===== src/rtl/core/linear_interp_resampler_assert.svh =====
// ---------------------------------------------------------------------------
// linear_interp_resampler_assert.svh
// Assertion macros used by the resampler top level. They expect clk_i and rst_ni
// in scope.
// ---------------------------------------------------------------------------
`ifndef LINEAR_INTERP_RESAMPLER_ASSERT_SVH
`define LINEAR_INTERP_RESAMPLER_ASSERT_SVH

// Same-cycle implication.
`define LIRS_ASSERT_NOW(label, ante, cons, msg) \
  label: assert property (@(posedge clk_i) disable iff (!rst_ni) (ante) |-> (cons)) \
    else $error(msg);

// Next-cycle implication.
`define LIRS_ASSERT_NEXT(label, ante, cons, msg) \
  label: assert property (@(posedge clk_i) disable iff (!rst_ni) (ante) |=> (cons)) \
    else $error(msg);

`endif


===== src/rtl/core/lirs_pkg.sv =====
// ---------------------------------------------------------------------------
// lirs_pkg
// Shared widths, constants and control structs of the linear resampler.
// ---------------------------------------------------------------------------
`default_nettype none

package lirs_pkg;

  localparam int SAMPLE_W    = 16;
  localparam int RATE_W      = 18;
  // Phase remainder can reach dest + source - 1 right after a group.
  localparam int REM_W       = RATE_W + 1;
  localparam int MAX_RESULTS = 16;
  localparam int N_W         = $clog2(MAX_RESULTS + 1);

  localparam logic [RATE_W-1:0] SOURCE_RATE_RST = 18'd16000;
  localparam logic [RATE_W-1:0] DEST_RATE_RST   = 18'd48000;

  // Register indexes on the config port.
  localparam logic REG_SOURCE_RATE = 1'b0;
  localparam logic REG_DEST_RATE   = 1'b1;

  // Divider command: whole = remainder / dest, else fraction.
  typedef struct packed {
    logic start;
    logic whole;
  } div_ctrl_t;

  typedef struct packed {
    logic busy;
    logic done;
  } div_stat_t;

endpackage

`default_nettype wire


===== src/rtl/core/lirs_div.sv =====
// ---------------------------------------------------------------------------
// lirs_div
// Shared restoring divider, one quotient bit per cycle. Whole mode gives
// rem / den; fraction mode gives (rem << FRAC_BITS) / den with rem < den.
// ---------------------------------------------------------------------------
`default_nettype none

module lirs_div
  import lirs_pkg::*;
#(
  parameter int FRAC_BITS = 16
) (
  input  wire logic                 clk_i,
  input  wire logic                 rst_ni,
  input  wire div_ctrl_t            ctrl_i,
  input  wire logic [REM_W-1:0]     rem_i,
  input  wire logic [RATE_W-1:0]    den_i,
  output div_stat_t                 stat_o,
  output logic      [REM_W-1:0]     quo_whole_o,
  output logic      [FRAC_BITS-1:0] frac_o,
  output logic      [RATE_W-1:0]    rem_o
);

  localparam int NW    = (FRAC_BITS > REM_W) ? FRAC_BITS : REM_W;
  localparam int CNT_W = $clog2(NW + 1);

  logic             busy_q, done_q;
  logic [CNT_W-1:0] cnt_q;
  logic [RATE_W-1:0] r_q, r_d, den_q;
  logic [NW-1:0]    num_q, quo_q;
  logic [RATE_W:0]  trial, diff;
  logic             ge;

  assign trial = {r_q, num_q[NW-1]};
  assign ge    = trial >= {1'b0, den_q};
  assign diff  = trial - {1'b0, den_q};
  assign r_d   = ge ? diff[RATE_W-1:0] : trial[RATE_W-1:0];

  always_ff @(posedge clk_i or negedge rst_ni) begin
    if (!rst_ni) begin
      busy_q <= 1'b0;
      done_q <= 1'b0;
      cnt_q  <= '0;
    end else begin
      done_q <= busy_q && (cnt_q == CNT_W'(1));
      if (ctrl_i.start) begin
        busy_q <= 1'b1;
        cnt_q  <= ctrl_i.whole ? CNT_W'(REM_W) : CNT_W'(FRAC_BITS);
      end else if (busy_q) begin
        cnt_q <= cnt_q - 1'b1;
        if (cnt_q == CNT_W'(1)) begin
          busy_q <= 1'b0;
        end
      end
    end
  end

  always_ff @(posedge clk_i) begin
    if (ctrl_i.start) begin
      r_q   <= ctrl_i.whole ? '0 : rem_i[RATE_W-1:0];
      num_q <= ctrl_i.whole ? (NW'(rem_i) << (NW - REM_W)) : '0;
      quo_q <= '0;
      den_q <= den_i;
    end else if (busy_q) begin
      r_q   <= r_d;
      num_q <= num_q << 1;
      quo_q <= {quo_q[NW-2:0], ge};
    end
  end

  assign stat_o.busy = busy_q;
  assign stat_o.done = done_q;
  assign quo_whole_o = quo_q[REM_W-1:0];
  assign frac_o      = quo_q[FRAC_BITS-1:0];
  assign rem_o       = r_q;

endmodule

`default_nettype wire


===== src/rtl/core/lirs_interp.sv =====
// ---------------------------------------------------------------------------
// lirs_interp
// Interpolation datapath: registered (s1-s0)*frac, then floor shift and add.
// ---------------------------------------------------------------------------
`default_nettype none

module lirs_interp
  import lirs_pkg::*;
#(
  parameter int FRAC_BITS = 16
) (
  input  wire logic                       clk_i,
  input  wire logic                       mul_en_i,
  input  wire logic                       add_en_i,
  input  wire logic signed [SAMPLE_W-1:0] s0_i,
  input  wire logic signed [SAMPLE_W-1:0] s1_i,
  input  wire logic        [FRAC_BITS-1:0] frac_i,
  output logic signed      [SAMPLE_W-1:0] result_o
);

  localparam int PROD_W = SAMPLE_W + FRAC_BITS + 2;

  logic signed [SAMPLE_W:0]   diff;
  logic signed [PROD_W-1:0]   prod_q;
  logic signed [SAMPLE_W+1:0] step, sum;

  assign diff = (SAMPLE_W + 1)'(s1_i) - (SAMPLE_W + 1)'(s0_i);
  // Arithmetic shift gives the floor of the scaled product.
  assign step = prod_q[PROD_W-1:FRAC_BITS];
  assign sum  = (SAMPLE_W + 2)'(s0_i) + step;

  always_ff @(posedge clk_i) begin
    if (mul_en_i) begin
      // Both operands sign-extended to full product width.
      prod_q <= PROD_W'(diff) * PROD_W'($signed({1'b0, frac_i}));
    end
    if (add_en_i) begin
      result_o <= sum[SAMPLE_W-1:0];
    end
  end

endmodule

`default_nettype wire


===== src/rtl/core/linear_interp_resampler.sv =====
// ---------------------------------------------------------------------------
// linear_interp_resampler
// Linear-interpolation sample-rate converter for signed 16-bit PCM runs.
// ---------------------------------------------------------------------------
//
//   channel   direction  handshake                 payload
//   s_axis    in         s_axis_tvalid/tready      tdata: in_sample, tlast: is_final
//   m_axis    out        m_axis_tvalid/tready      tdata: out_sample, tlast: end_of_run
//   cfg       in         cfg_valid_i/cfg_ready_o   cfg_addr_i: index, cfg_data_i: rate
//
// One request may run up to two whole-part divisions and one fraction division
// for every output it yields, and also waits for any time m_axis_tready stays
// low. The bit-serial divider sets most of a request's duration.
// s_axis_tready is high only when the sequencer is idle; a result is held on
// m_axis until taken and the sequencer waits meanwhile.
// Reset clears the rates to 16000/48000 and the run state; no clearing pass.
// Config writes are always taken and apply from the next input request.
// ---------------------------------------------------------------------------
`default_nettype none

`include "linear_interp_resampler_assert.svh"

module linear_interp_resampler
  import lirs_pkg::*;
#(
  parameter int MAX_UPSAMPLE = 8,
  parameter int FRAC_BITS    = 16
) (
  input  wire logic                clk_i,
  input  wire logic                rst_ni,
  // config write channel
  input  wire logic                cfg_valid_i,
  output logic                     cfg_ready_o,
  input  wire logic                cfg_addr_i,
  input  wire logic [RATE_W-1:0]   cfg_data_i,
  // input samples
  input  wire logic                s_axis_tvalid,
  output logic                     s_axis_tready,
  input  wire logic [SAMPLE_W-1:0] s_axis_tdata,   // [15:0] in_sample
  input  wire logic                s_axis_tlast,   // is_final
  // output samples
  output logic                     m_axis_tvalid,
  input  wire logic                m_axis_tready,
  output logic [SAMPLE_W-1:0]      m_axis_tdata,   // [15:0] out_sample
  output logic                     m_axis_tlast    // end_of_run
);

  localparam int LIM_W = RATE_W + $clog2(MAX_UPSAMPLE + 1);

  typedef enum logic [12:0] {
    ST_IDLE      = 13'b0000000000001,
    ST_REDUCE    = 13'b0000000000010,
    ST_DIVQ_PRE  = 13'b0000000000100,
    ST_SKIP      = 13'b0000000001000,
    ST_EMIT      = 13'b0000000010000,
    ST_DIVF      = 13'b0000000100000,
    ST_ADD       = 13'b0000001000000,
    ST_OUT       = 13'b0000010000000,
    ST_ADV       = 13'b0000100000000,
    ST_DIVQ_POST = 13'b0001000000000,
    ST_TAIL      = 13'b0010000000000,
    ST_FLUSH     = 13'b0100000000000,
    ST_END       = 13'b1000000000000
  } state_e;

  state_e state_q, state_d;

  // Config registers
  logic [RATE_W-1:0] source_rate_q, dest_rate_q;

  // Run state
  logic [SAMPLE_W-1:0] prev_q, prev_d;
  logic [REM_W-1:0]    rem_q, rem_d;
  logic [RATE_W-1:0]   skip_q, skip_d;
  logic                have_q, have_d;

  // Per-request working registers
  logic [SAMPLE_W-1:0] x_q, x_d;
  logic                fin_q, fin_d;
  logic [RATE_W-1:0]   src_q, src_d, dst_q, dst_d;
  logic [N_W-1:0]      n_q, n_d;
  logic                pend_q, pend_d;    // computed output not yet shown
  logic                tail_q, tail_d;    // trailing group at the last sample
  logic                final_q, final_d;  // shown output closes the request

  // Effective rates: zero reads as one, dest clamped to MAX_UPSAMPLE*source
  logic [RATE_W-1:0] src_eff, dst_raw, dst_eff;
  logic [LIM_W-1:0]  lim;

  assign src_eff = (source_rate_q == '0) ? RATE_W'(1) : source_rate_q;
  assign dst_raw = (dest_rate_q == '0) ? RATE_W'(1) : dest_rate_q;
  assign lim     = LIM_W'(src_eff) * LIM_W'(MAX_UPSAMPLE);
  assign dst_eff = (LIM_W'(dst_raw) > lim) ? lim[RATE_W-1:0] : dst_raw;

  logic [REM_W:0] rem_plus;
  logic           emit_ok;

  assign rem_plus = {1'b0, rem_q} + (REM_W + 1)'(src_q);
  assign emit_ok  = (n_q != N_W'(MAX_RESULTS)) &&
                    (tail_q ? (rem_plus <= (REM_W + 1)'(dst_q))
                            : (rem_q < REM_W'(dst_q)));

  // Shared divider and interpolation datapath
  div_ctrl_t             div_ctrl;
  div_stat_t             div_stat;
  logic [REM_W-1:0]      div_quo;
  logic [FRAC_BITS-1:0]  div_frac;
  logic [RATE_W-1:0]     div_rem;
  logic                  mul_en, add_en;
  logic [SAMPLE_W-1:0]   s1;
  logic [SAMPLE_W-1:0]   result;

  lirs_div #(
    .FRAC_BITS (FRAC_BITS)
  ) u_div (
    .clk_i       (clk_i),
    .rst_ni      (rst_ni),
    .ctrl_i      (div_ctrl),
    .rem_i       (rem_q),
    .den_i       (dst_q),
    .stat_o      (div_stat),
    .quo_whole_o (div_quo),
    .frac_o      (div_frac),
    .rem_o       (div_rem)
  );

  // In the trailing group prev_q already holds the last sample and s1 is zero.
  assign s1 = tail_q ? '0 : x_q;

  lirs_interp #(
    .FRAC_BITS (FRAC_BITS)
  ) u_interp (
    .clk_i    (clk_i),
    .mul_en_i (mul_en),
    .add_en_i (add_en),
    .s0_i     (prev_q),
    .s1_i     (s1),
    .frac_i   (div_frac),
    .result_o (result)
  );

  // Config port
  assign cfg_ready_o = 1'b1;

  always_ff @(posedge clk_i or negedge rst_ni) begin
    if (!rst_ni) begin
      source_rate_q <= SOURCE_RATE_RST;
      dest_rate_q   <= DEST_RATE_RST;
    end else if (cfg_valid_i) begin
      case (cfg_addr_i)
        REG_SOURCE_RATE: source_rate_q <= cfg_data_i;
        REG_DEST_RATE:   dest_rate_q   <= cfg_data_i;
        default:         ;
      endcase
    end
  end

  // Sequencer
  always_comb begin
    state_d  = state_q;
    prev_d   = prev_q;
    rem_d    = rem_q;
    skip_d   = skip_q;
    have_d   = have_q;
    x_d      = x_q;
    fin_d    = fin_q;
    src_d    = src_q;
    dst_d    = dst_q;
    n_d      = n_q;
    pend_d   = pend_q;
    tail_d   = tail_q;
    final_d  = final_q;
    div_ctrl = '0;
    mul_en   = 1'b0;
    add_en   = 1'b0;

    case (state_q)
      ST_IDLE: begin
        if (s_axis_tvalid) begin
          x_d     = s_axis_tdata;
          fin_d   = s_axis_tlast;
          src_d   = src_eff;
          dst_d   = dst_eff;
          n_d     = '0;
          pend_d  = 1'b0;
          tail_d  = 1'b0;
          state_d = have_q ? ST_REDUCE : ST_TAIL;
        end
      end
      // Fold a remainder left over from a rate change into the skip count.
      ST_REDUCE: begin
        if (rem_q >= REM_W'(dst_q)) begin
          div_ctrl.start = 1'b1;
          div_ctrl.whole = 1'b1;
          state_d        = ST_DIVQ_PRE;
        end else begin
          state_d = ST_SKIP;
        end
      end
      ST_DIVQ_PRE: begin
        if (div_stat.done) begin
          rem_d   = REM_W'(div_rem);
          skip_d  = skip_q + div_quo[RATE_W-1:0];
          state_d = ST_SKIP;
        end
      end
      ST_SKIP: begin
        if (skip_q != '0) begin
          skip_d  = skip_q - 1'b1;
          state_d = ST_TAIL;
        end else begin
          tail_d  = 1'b0;
          state_d = ST_EMIT;
        end
      end
      // Show a pending output only once another is known to follow, so the
      // last one of the request can carry end_of_run.
      ST_EMIT: begin
        if (emit_ok) begin
          if (pend_q) begin
            final_d = 1'b0;
            state_d = ST_OUT;
          end else begin
            div_ctrl.start = 1'b1;
            div_ctrl.whole = 1'b0;
            state_d        = ST_DIVF;
          end
        end else begin
          state_d = tail_q ? ST_FLUSH : ST_ADV;
        end
      end
      ST_DIVF: begin
        if (div_stat.done) begin
          mul_en  = 1'b1;
          state_d = ST_ADD;
        end
      end
      ST_ADD: begin
        add_en  = 1'b1;
        pend_d  = 1'b1;
        n_d     = n_q + 1'b1;
        rem_d   = rem_plus[REM_W-1:0];
        state_d = ST_EMIT;
      end
      ST_OUT: begin
        if (m_axis_tready) begin
          pend_d  = 1'b0;
          state_d = final_q ? ST_END : ST_EMIT;
        end
      end
      // Outputs dropped by the cap still move the phase.
      ST_ADV: begin
        if (rem_q < REM_W'(dst_q)) begin
          rem_d = rem_plus[REM_W-1:0];
        end else begin
          div_ctrl.start = 1'b1;
          div_ctrl.whole = 1'b1;
          state_d        = ST_DIVQ_POST;
        end
      end
      ST_DIVQ_POST: begin
        if (div_stat.done) begin
          rem_d   = REM_W'(div_rem);
          skip_d  = div_quo[RATE_W-1:0] - 1'b1;
          state_d = ST_TAIL;
        end
      end
      ST_TAIL: begin
        prev_d = x_q;
        have_d = 1'b1;
        if (fin_q && (skip_q == '0)) begin
          tail_d  = 1'b1;
          state_d = ST_EMIT;
        end else begin
          state_d = ST_FLUSH;
        end
      end
      ST_FLUSH: begin
        if (pend_q) begin
          final_d = 1'b1;
          state_d = ST_OUT;
        end else begin
          state_d = ST_END;
        end
      end
      ST_END: begin
        if (fin_q) begin
          prev_d = '0;
          rem_d  = '0;
          skip_d = '0;
          have_d = 1'b0;
        end
        state_d = ST_IDLE;
      end
      default: begin
        state_d = ST_IDLE;
      end
    endcase
  end

  always_ff @(posedge clk_i or negedge rst_ni) begin
    if (!rst_ni) begin
      state_q <= ST_IDLE;
      prev_q  <= '0;
      rem_q   <= '0;
      skip_q  <= '0;
      have_q  <= 1'b0;
      fin_q   <= 1'b0;
      n_q     <= '0;
      pend_q  <= 1'b0;
      tail_q  <= 1'b0;
      final_q <= 1'b0;
    end else begin
      state_q <= state_d;
      prev_q  <= prev_d;
      rem_q   <= rem_d;
      skip_q  <= skip_d;
      have_q  <= have_d;
      fin_q   <= fin_d;
      n_q     <= n_d;
      pend_q  <= pend_d;
      tail_q  <= tail_d;
      final_q <= final_d;
    end
  end

  // Payload of the current request
  always_ff @(posedge clk_i) begin
    x_q   <= x_d;
    src_q <= src_d;
    dst_q <= dst_d;
  end

  assign s_axis_tready = (state_q == ST_IDLE);
  assign m_axis_tvalid = (state_q == ST_OUT);
  assign m_axis_tdata  = result;
  assign m_axis_tlast  = final_q & fin_q;

  // Assertions
  `LIRS_ASSERT_NOW(a_in_out_excl, s_axis_tready, !m_axis_tvalid, "input taken while output shown")
  `LIRS_ASSERT_NOW(a_div_free, div_ctrl.start, !div_stat.busy, "divider restarted while busy")
  `LIRS_ASSERT_NOW(a_out_counted, m_axis_tvalid, n_q != '0, "output shown before any computed")
  `LIRS_ASSERT_NOW(a_rem_reduced, (state_q == ST_IDLE) && have_q, rem_q < REM_W'(dst_q), "stored remainder not reduced")
  `LIRS_ASSERT_NOW(a_run_clear, !have_q, (skip_q == '0) && (rem_q == '0), "run state left over after run end")
  `LIRS_ASSERT_NEXT(a_last_ends, m_axis_tvalid && m_axis_tready && m_axis_tlast, state_q == ST_END, "end_of_run not closing the run")

endmodule

`default_nettype wire

===== config.mk =====
export PLATFORM = sky130hd
export DESIGN_NAME = linear_interp_resampler
export DESIGN_NICKNAME = d
export VERILOG_FILES = /design/src/rtl/core/lirs_pkg.sv /design/src/rtl/core/lirs_div.sv /design/src/rtl/core/lirs_interp.sv /design/src/rtl/core/linear_interp_resampler.sv
export VERILOG_INCLUDE_DIRS = /design/src /design/src/rtl/core
export SDC_FILE = /design/constraint.sdc
export NUM_CORES = 1
export LEC_CHECK = 0
export BUFFER_PORTS_ARGS = -buffer_cell sky130_fd_sc_hd__buf_4
export CAP_MARGIN = 40
export CELL_PAD_IN_SITES_DETAIL_PLACEMENT = 0
export CELL_PAD_IN_SITES_GLOBAL_PLACEMENT = 1
export CORE_UTILIZATION = 40
export DETAILED_ROUTE_END_ITERATION = 6
export PLACE_DENSITY_LB_ADDON = 0.1
export SLEW_MARGIN = 20
export SYNTH_ARGS = -nofsm -noshare
export SYNTH_HDL_FRONTEND = slang
export SYNTH_SLANG_ARGS = --single-unit
export TNS_END_PERCENT = 5

===== constraint.sdc =====
create_clock -name clk_i -period 21.2 [get_ports clk_i]
set_clock_uncertainty 0.1 [all_clocks]
set_input_delay 3.18 -clock clk_i [delete_from_list [all_inputs] [get_ports clk_i]]
set_output_delay 3.18 -clock clk_i [all_outputs]
set_load 0.01 [all_outputs]

# Word-level counts from Yosys, hierarchy flattened
# Index checks and enable logic that the tools add are counted.
dict set report word_totals {
  output_inout_bits 20
  ff_bits 292
  inputBits 41
}
dict set report op_classes {
  addsub 9
  bitwise 2
  n_lt_le_gt_ge 5
  muxes 67
  n_reduce_logical 27
  n_eq_ne 30
  mul 1
}
# op count
set op_table {}
lappend op_table {{two-way mux 18 bit} 11}
lappend op_table {{one-hot mux 13 bit (12 select lines)} 1}
lappend op_table {{two-way mux 13 bit} 9}
lappend op_table {{two-way mux 19 bit} 6}
lappend op_table {{one-hot mux 19 bit (4 select lines)} 1}
lappend op_table {{one-hot mux 18 bit (4 select lines)} 1}
lappend op_table {{logical NOT 18 bit} 3}
lappend op_table {{greater-or-equal comparator 19 x 18 -> 1 bit} 2}
lappend op_table {{subtractor 18 x 1 -> 18 bit (second input constant)} 2}
lappend op_table {{multiplier 17 x 17 -> 32 bit} 1}
lappend op_table {{two-way mux 16 bit} 2}
lappend op_table {{one-hot mux 16 bit (2 select lines)} 1}
lappend op_table {{two-way mux 12 bit} 2}
lappend op_table {{two-way mux 11 bit} 2}
lappend op_table {{greater-than comparator 18 x 21 -> 1 bit} 1}
lappend op_table {{adder 19 x 18 -> 20 bit} 1}
lappend op_table {{less-or-equal comparator 20 x 18 -> 1 bit} 1}
lappend op_table {{!= test 2 bit (second input constant)} 10}
lappend op_table {{< comparator 19 x 18 -> 1 bit} 1}
lappend op_table {{adder 18 bit} 1}
lappend op_table {{nonzero test 18 bit} 1}
lappend op_table {{subtractor 18 bit} 1}
lappend op_table {{subtractor 16 x 16 -> 17 bit} 1}
lappend op_table {{adder 16 bit} 1}
lappend op_table {{other kinds (39)} 78}

# Depth between registers and ports, before layout
# Gate-level depths: netlist (run 1).
dict set report depth {
  word_depth 8
  depth_mapped 37
}

# Cells and area by module
# A second synthesis (run 1) with hierarchy kept.
dict set report unflattened {
  hier_cells 2817
  area_unflattened_um2 27164.8
}
# module seq_area_each_um2 area_per_inst_um2 instances cells_per_inst
set by_module_without_submodules {}
lappend by_module_without_submodules {lirs_interp 960.9 12300.5 1 1329}
lappend by_module_without_submodules {linear_interp_resampler 4381.7 10401.2 1 1072}
lappend by_module_without_submodules {lirs_div 2207.1 4463.0 1 416}

# Worst setup path before layout (run 1)
# OpenSTA, ideal clock, no wires.
dict set report synth_timing {
  path_type {register to register}
  start {reg tail_q}
  end {reg u_interp.prod_q[28], data pin}
  required_ps 20840
  path_buffers 3
  arrival_ps 8006
  path_slack_ps 12834
  path_stages_with_launch 36
  period_less_slack_ps 8366
  path_cell_list {dfrtp_1 > clkbuf_2 > clkbuf_1 > nor2b_1 > ha_1 > a21oi_1 > a21boi_0 > o21a_1 > o21ai_0 > a21oi_1 > o21ai_0 > a21oi_1 > o21a_1 > or3_2 > buf_2 > and3_2 > fa_1 > inv_1 > fa_1 > fa_1 > inv_1 > fa_1 > fa_1 > inv_1 > fa_1 > inv_1 > ha_1 > o21ai_0 > a211o_1 > a31o_2 > a21boi_0 > o211ai_1 > a31o_2 > nand2_1 > a21oi_1 > xnor2_1}
}
dict set report synth_via {
  elab_chain_cells 3
}
# element line
set synth_rtl {}
lappend synth_rtl {{start: declaration} linear_interp_resampler.sv:83} ;# logic tail_q, tail_d;
lappend synth_rtl {{start signal: assignment} linear_interp_resampler.sv:322} ;# tail_q <= tail_d;
lappend synth_rtl {{two-way mux 16 bit} linear_interp_resampler.sv:128} ;# assign s1 = tail_q ? '0 : x_q;
lappend synth_rtl {{subtractor 16 x 16 -> 17 bit} lirs_interp.sv:27} ;# assign diff = (SAMPLE_W + 1)'(s1_i) - (SAMPLE_W + 1)'(s0_i);
lappend synth_rtl {{multiplier 17 x 17 -> 32 bit} lirs_interp.sv:35} ;# prod_q <= PROD_W'(diff) * PROD_W'($signed({1'b0, frac_i}));
lappend synth_rtl {{end signal: assignment} lirs_interp.sv:35}
lappend synth_rtl {{end: declaration} lirs_interp.sv:24} ;# logic signed [PROD_W-1:0] prod_q;
# Every way passes these cells.
# A chain may end at the register's enable or synchronous reset.

# Worst setup path after layout (run 1)
dict set report layout_timing {
  start {reg tail_q}
  end {reg u_interp.prod_q[29], data pin}
}
# Same word-level chain as after synthesis.

==> results, run 1 <==
- The flow ran to the end, but the final reports show violations.
- The checks that failed: design-rule violations.
- The fraction of layout cells with a size suffix above 1 is 0.100.
- The clock net in this run drives a total of 276 sinks.
- In the final layout, the registers with the most flip-flops are rem_q x19, u_div.num_q x19.
- The most common cell in the synthesized netlist is sky130_fd_sc_hd__inv_1.
- In this run the post-CTS setup repair buffer count came out at 0.
- sky130_fd_sc_hd__fa_1 takes more of the synthesized area than any other cell.
- The end of the worst hold path is src_q[17].
- The cell repeated most along the worst path is sky130_fd_sc_hd__fa_1.
- The routability congestion estimate from global placement is 0.860.
- The initialized floorplan defines 94 standard-cell rows.
- The transition at the pin with the smallest max-transition slack is 0.879 ns.
- The post-synthesis cell area is 26900 sq um.
- In this run, CTS created clock tree buffers numbering 38.
- The hold path startpoint is source_rate_q[17].
- After technology mapping, the gate count stands at 2799.
- Yosys printed 0 warnings.
- Detailed placement ended at an HPWL of 59200 um.
- The TritonCTS clock tree is built.
- The tool flagged a number of max-cap violations equal to 0.
- Synthesis instantiated 100 different standard cells from the library.
- The horizontal extent of the die is 261 um.
- The residual DRC count is 1.
- 61 I/O pins were placed.
- The post-synthesis sequential element count is 276.
- The H-tree depth reported by CTS is 2.
- The net count after synthesis is 3330.
- Across every metal layer, demand over resource in global routing totals 0.226.
- The count of antenna diodes in the layout is 0.
- The total number of nets in the final design is 3352.
- The critical setup path kind is reg2reg.
- Counting both buffers and inverters, the worst setup path holds a total of 7.
- The initial antenna violation count was 2.
- Measured against its own limit, the worst slew margin works out to 0.413.
- The first-pass GRT wire length is 118000 um.
- The cell count along the critical path is 37.
- The number of gates given a new drive strength after cts is 0.
- The first detailed-routing pass ran for 7 iterations.
- The slowest stage cell on the critical path is sky130_fd_sc_hd__fa_1.
- The final cell count without fillers is 3715.
- Of the post-synthesis cell area, the dominant cell type holds 0.196.
- At the later pin of the worst-skew pair, clock insertion delay measures 0.57 ns.
- The initial utilization of the core area, before any placement, comes to 0.406.
- The most instantiated flip-flop cell in the synthesis netlist is sky130_fd_sc_hd__edfxtp_1.
- The number of buffers on the longest clock path is 3.
- For flop-to-flop paths, the worst setup slack is 11.74 ns.
- Counting instances in the post-synthesis netlist gives the leading cell types as sky130_fd_sc_hd__inv_1 (440), sky130_fd_sc_hd__nand2_1 (279), sky130_fd_sc_hd__fa_1 (263), sky130_fd_sc_hd__ha_1 (227), sky130_fd_sc_hd__nor2_1 (147).
- For the final routed database, the setup TNS stands at 0 ns.
- The synthesized design contains 139 enable-type register cells.
- In this run the standard cell core region covers 66100 sq um.
- Timing would allow up to 0.106 GHz.
- The die is 261 um tall.
- The endpoint identified for the worst register-to-register timing path is u_interp.prod_q[29].
- Global routing finished with a remaining overflow of 0.
- The data arrival at the endpoint of the critical path is 9.73 ns.
- The wire length after detailed routing is 75100 um.
- After synthesis, the share of flip-flops with an asynchronous set or reset is 0.431.
- The via count of the first global-routing pass is 20391.
- The total vias in the final route is 19464.
- The number of hold buffers added after cts is 0.
- Once placement completed, the tool counted placed cells totaling 3638.
- The class of the most critical hold timing path is reg2reg.
- The share of the clock period used by the worst path is 0.446.
- Along the worst path, the maximum fanout reaches 17.
- The number of nets with antenna violations after detailed routing is 0.
- The pin count of the biggest net entering global routing is 73.
- The clock period could shrink to 9.46 ns.
- The post-synthesis average cell area is 9.60 sq um.
- The number of failing hold endpoints at the final stage is 0.
- In this run, the number of DRC markers left after iteration 0 of detailed routing was 1152.
- In the post-synthesis netlist, the biggest area contributors are sky130_fd_sc_hd__fa_1 (20%), sky130_fd_sc_hd__edfxtp_1 (16%), sky130_fd_sc_hd__ha_1 (11%), sky130_fd_sc_hd__dfrtp_1 (9.8%), sky130_fd_sc_hd__inv_1 (6.1%).
- The share of the Yosys chip area taken by registers is 0.280.
- The detailed-route vias per instance is 5.24.
- The register clock-pin slew on the reported worst setup and hold paths is 0.06 ns.
- The worst hold path cell count is 0.
- The die outline area is 68200 sq um.
- The area growth from synthesis to layout is 10.4%.
- The final count of pins violating max slew is 0.
- The startpoint identified for the worst register-to-register timing path is tail_q.
- Counting cells, the worst reg-to-reg path comes to 37.
- The tree is rooted in a sky130_fd_sc_hd__clkbuf_16.
- Setup violations remaining at the end of the flow were counted as 0.
- The average wire length per cell after detail routing is 20.2 um.
- Among cell families on the critical path, the largest total delay comes from adder cells.
- The delay of the slowest cell on the worst path is 0.54 ns.
- The required time of the critical path is 21.47 ns.
- Setup repair after global routing left no endpoint under its margin.
- The critical path capture point type is a register.
- The count of input and output buffers is 59.
- The element type at the critical path start is a register.
==> through the flow <==
step	utilization	hold WS (ns)	worst slack, ns	area, sq um
after floorplan	-	0.326	12.83	26900
after global placement	0.425	0.369	11.74	28100
after detailed placement	0.428	0.367	11.53	28300
after CTS	0.447	0.380	11.47	29500
after global routing	0.449	0.399	11.10	29600
final	0.449	0.372	11.74	29600
==> worst max path at each step <==
stage | endpoint | slack (ns) | start
3_5_place_dp | u_interp.prod_q[29] | 11.53 | tail_q
2_1_floorplan | u_interp.prod_q[28] | 12.83 | tail_q
6_report | u_interp.prod_q[29] | 11.74 | tail_q
5_1_grt | u_interp.prod_q[29] | 11.10 | tail_q
3_3_place_gp | u_interp.prod_q[28] | 11.74 | tail_q
4_1_cts | u_interp.prod_q[29] | 11.47 | tail_q
==> layout by cell type, fill, tap and decap left out, drive strengths merged, types with 65 or more instances in the layout <==
master    n
o21ai   108
and2    110
edfxtp  139
nand2   280
a21oi   113
buf     113
xnor2    90
fa      263
inv     443
nor2    148
dfrtp   105
nor2b    65
ha      227
==> logic make-up (layout without fill, tap and decap cells) <==
group           after synthesis  count (layout)  synth area share
simple gates                833             833             0.160
xor+xnor                    132             132            0.0430
other cells                   1               1          0.000140
mux                          61              61            0.0245
fa+ha+maj                   490             490             0.302
flops                       276             276             0.280
buf+inv                     573             625            0.0846
compound gates              433             433             0.106
==> cell type report <==
| cell class | instances | area [sq um] |
|---|---|---|
| clock buffers | 55 | 1130 |
| clock inverters | 15 | 145 |
| fillers | 6430 | 36400 |
| inverters | 441 | 1660 |
| multi-input cells | 1950 | 17100 |
| flip-flops and latches | 276 | 7530 |
| well taps | 864 | 1080 |
| repair buffers | 114 | 1000 |
==> per-layer routing <==
metal / GRT usage / vias to the layer above / share of wire
met1: 0.299 / 9745 / 0.45
met3: 0.0369 / 99 / 0.047
met4: 0.0630 / 0 / 0.027
li1: - / 9248 / -
met2: 0.380 / 372 / 0.48
met5: 0 / - / 0
==> worst register-to-register path: cells and delay by family, from the launching register on <==
kind	cells	cell delay [ns]
AOI/OAI and AO/OA	14	3.21
adders and majority gates	9	3.98
DFF	1	0.43
xor gates and xnor gates	1	0.13
buffers and inverters	7	0.70
and+or+nand+nor	6	0.70
Power of run 1 is not shown: default switching activity piles up to over one toggle a cycle in this logic, so the estimate is an artifact.
==> run 2, diff against run 1 <==
ABC_AREA = 1   (was unset)
clock period = 9.3 ns   (was 21.2 ns; I/O delays follow)
==> results, run 2 <==
- The number of enable-type register cells in the synthesized netlist is 139.
- The most used flip-flop cell after synthesis is sky130_fd_sc_hd__edfxtp_1.
- The initial cell density of the core is 0.406.
- The number of CTS-inserted buffers is 35.
- By area the synthesized netlist is led by sky130_fd_sc_hd__fa_1 (19%), sky130_fd_sc_hd__edfxtp_1 (15%), sky130_fd_sc_hd__ha_1 (10%), sky130_fd_sc_hd__dfrtp_1 (9.6%), sky130_fd_sc_hd__inv_1 (9.0%).
- Port buffering added 59 buffers.
- Setup repair after global routing left no endpoint under its margin.
- The number of failing hold endpoints at the final stage came to 0.
- Summed over all failing endpoints, the final setup total negative slack is 0 ns.
- The TritonCTS clock tree is built.
- The initial antenna violation count was 1.
- The area of combinational cells with multiple inputs is 16800 sq um.
- Detailed placement ended at an HPWL of 63600 um.
- 0 antenna diodes ended up in the layout.
- The first global-routing pass estimated 124000 um of wire.
- The element type at the critical path start is a register.
- The data arrival at the endpoint of the critical path is 8.77 ns.
- The iteration count of the initial detailed-routing pass is 7.
- By instance count, the cell type seen most on the critical path is sky130_fd_sc_hd__fa_1.
- The post-synthesis sequential element count is 276.
- In this run the cell area of the synthesized design comes to 27300 sq um.
- The area growth from synthesis to layout is 9.42%.
- The final core utilization is 0.444.
- In the routed layout, each cell is associated on average with a via count of 5.07.
- The Yosys warning count is 0.
- sky130_fd_sc_hd__inv_1 is the most common cell in the netlist.
- The transition at the pin with the smallest max-transition slack is 0.906 ns.
- The final count of pins violating max slew is 0.
- The critical setup path kind is reg2reg.
- The worst pin sits at a relative slew slack of 0.395.
- The share of the clock period used by the worst path is 0.925.
- The synthesized design spends more area on one cell type than any other, namely sky130_fd_sc_hd__fa_1.
- The worst setup slack before clock tree synthesis is 0.827 ns.
- The total vias in the final route is 21455.
- The routability congestion estimate from global placement is 0.868.
- The number of hold buffers added after cts is 0.
- The library cell used as clock root buffer is sky130_fd_sc_hd__clkbuf_16.
- The number of buffers on the longest clock path is 3.
- The share of synthesized area in the top cell type comes to 0.193.
- In the final design database the tool counted 3866 nets.
- Dividing the synthesized area by the synthesized cell count gives 8.27 sq um.
- The post-CTS setup buffer count is 0.
- The horizontal extent of the die is 263 um.
- The footprint of the flip-flops and latches is 7530 sq um.
- After global routing the overflow that remains totals 0.
- The maximum achievable frequency is 0.116 GHz.
- The worst-skew pair later-pin latency is 0.57 ns.
- The via count of the first global-routing pass is 21576.
- The largest registers in the layout are rem_q x19, u_div.num_q x19.
- The number of nets with antenna violations after detailed routing is 0.
- Synthesis produced a netlist whose cell count is 3306.
- The H-tree generated during clock tree synthesis spans 2 levels.
- Along the worst path, the maximum fanout reaches 18.
- Max-cap violations in this run came to 0.
- Leaving out fill and tap cells, the most frequent cells in the layout are sky130_fd_sc_hd__inv_1 (657), sky130_fd_sc_hd__nand2_1 (609), sky130_fd_sc_hd__nor2_1 (290).
- The net count after synthesis is 3837.
- The most common library cell in the layout ignoring fill and taps is sky130_fd_sc_hd__inv_1.
- After detailed routing, the average wire length per cell comes to 18.4 um.
- The class of the most critical hold timing path is reg2reg.
- The number of standard-cell rows in the floorplan is 95.
- After layout, the minimum clock period comes to 8.60 ns.
- The routed design has 78100 um of wire.
- In the synthesized netlist, the cells that appear most often are sky130_fd_sc_hd__inv_1 (658), sky130_fd_sc_hd__nand2_1 (609), sky130_fd_sc_hd__nor2_1 (291), sky130_fd_sc_hd__fa_1 (263), sky130_fd_sc_hd__ha_1 (227).
- The number of library cell types mapped by synthesis is 70.
- Setup slack on the critical path of the routed design comes to 0.700 ns.
- Pin placement for this block handled 61 I/O pins.
- The core region is 67400 sq um.
- STA classifies the critical path endpoint as a register.
- In this run the cell area measured after placement is 28700 sq um.
- The setup-violating endpoint count in the final report is 0.
- Clock tree synthesis found a total of 276 sinks.
- STA puts the critical path data required time at 9.47 ns.
- Counting the fill cells in the layout gives 6721.
- In the routed design, unresolved DRC markers number 0.
- The die is 263 um tall.
- The pin count of the biggest net entering global routing is 59.
- Of all flip-flops after synthesis, the portion carrying an async set or reset was 0.431.
- The die outline area is 69400 sq um.
- The aggregate global-route resource usage is 0.231.
- The fraction of layout cells with a size suffix above 1 is 0.0773.
- On the worst path, the slowest cell contributes a delay of 0.59 ns.
- The final instance area is 29900 sq um.
- The slowest stage cell on the critical path is sky130_fd_sc_hd__fa_1.
- The register clock-pin slew on the reported worst setup and hold paths is 0.06 ns.
- The number of gates given a new drive strength after cts is 0.
- The flow ran to the end, and the final reports show no timing, DRC or antenna violations.
- For this run, the register share of the synthesized area comes to 0.275.
- The first-iteration detailed-routing DRC count is 1485.
-- run 2: cell types whose count changed after synthesis, sizes merged, moves of 38 or more --
cell,before,now
nor2b,65,0
mux2,38,0
a21oi,113,159
o21ai,108,226
inv,441,667
xnor2,90,30
nand3,46,119
nand2,280,623
and2,110,4
nor2,148,313
-- run 2: final cells by class --
cell class                      count  share of cell area
Multi-Input combinational cell   2245               0.561
Sequential cell                   276               0.252
Inverter                          684              0.0860
Tap cell                          873              0.0365
Clock buffer                       50              0.0328
Timing Repair Buffer               93              0.0274
Clock inverter                     14             0.00477
-- run 2: path summary, 6_finish.rpt --
kind                                          to  cells past startpoint  slack, ns             startpoint
max reg2reg                  u_interp.prod_q[29]                     30       0.70                 tail_q
max in group asynchronous        dest_rate_q[15]                      4       7.33                 rst_ni
min reg2reg                u_div.quo_whole_o[17]                      2       0.38  u_div.quo_whole_o[17]
min in group asynchronous              rem_q[10]                      1       0.65                 rst_ni
max                          u_interp.prod_q[29]                     30       0.70                 tail_q
min                        u_div.quo_whole_o[17]                      2       0.38  u_div.quo_whole_o[17]
-- run 2: worst max-delay path, delay by kind of cell (launching register included) --
family | cells | cell delay (ns)
simple gates | 8 | 1.67
flops | 1 | 0.36
fa+ha+maj | 9 | 4.14
compound gates | 6 | 1.16
xor+xnor | 1 | 0.11
buf+inv | 6 | 0.75
-- run 2: per-stage QoR --
stage | hold slack [ns] | std cells
global route | 0.426 | 4235
global placement | 0.369 | 4163
floorplan | 0.326 | 3306
finish | 0.381 | 4235
detailed placement | 0.381 | 4167
CTS | 0.389 | 4231
-- run 2: per-layer routing --
metal,GRT usage,vias up,share of wire
met5,0,-,0
met4,0.0506,0,0.018
met3,0.0442,82,0.065
met2,0.338,566,0.42
met1,0.349,10333,0.50
li1,-,10474,-
-- run 2: logic make-up after synthesis --
kind of cell	count (synthesis)	synth area share
flops	276	0.275
xor+xnor	108	0.0349
buf+inv	785	0.111
other cells	1	0.000137
simple gates	1156	0.182
compound gates	490	0.101
fa+ha+maj	490	0.296
Power of run 2 is left out for the same reason.
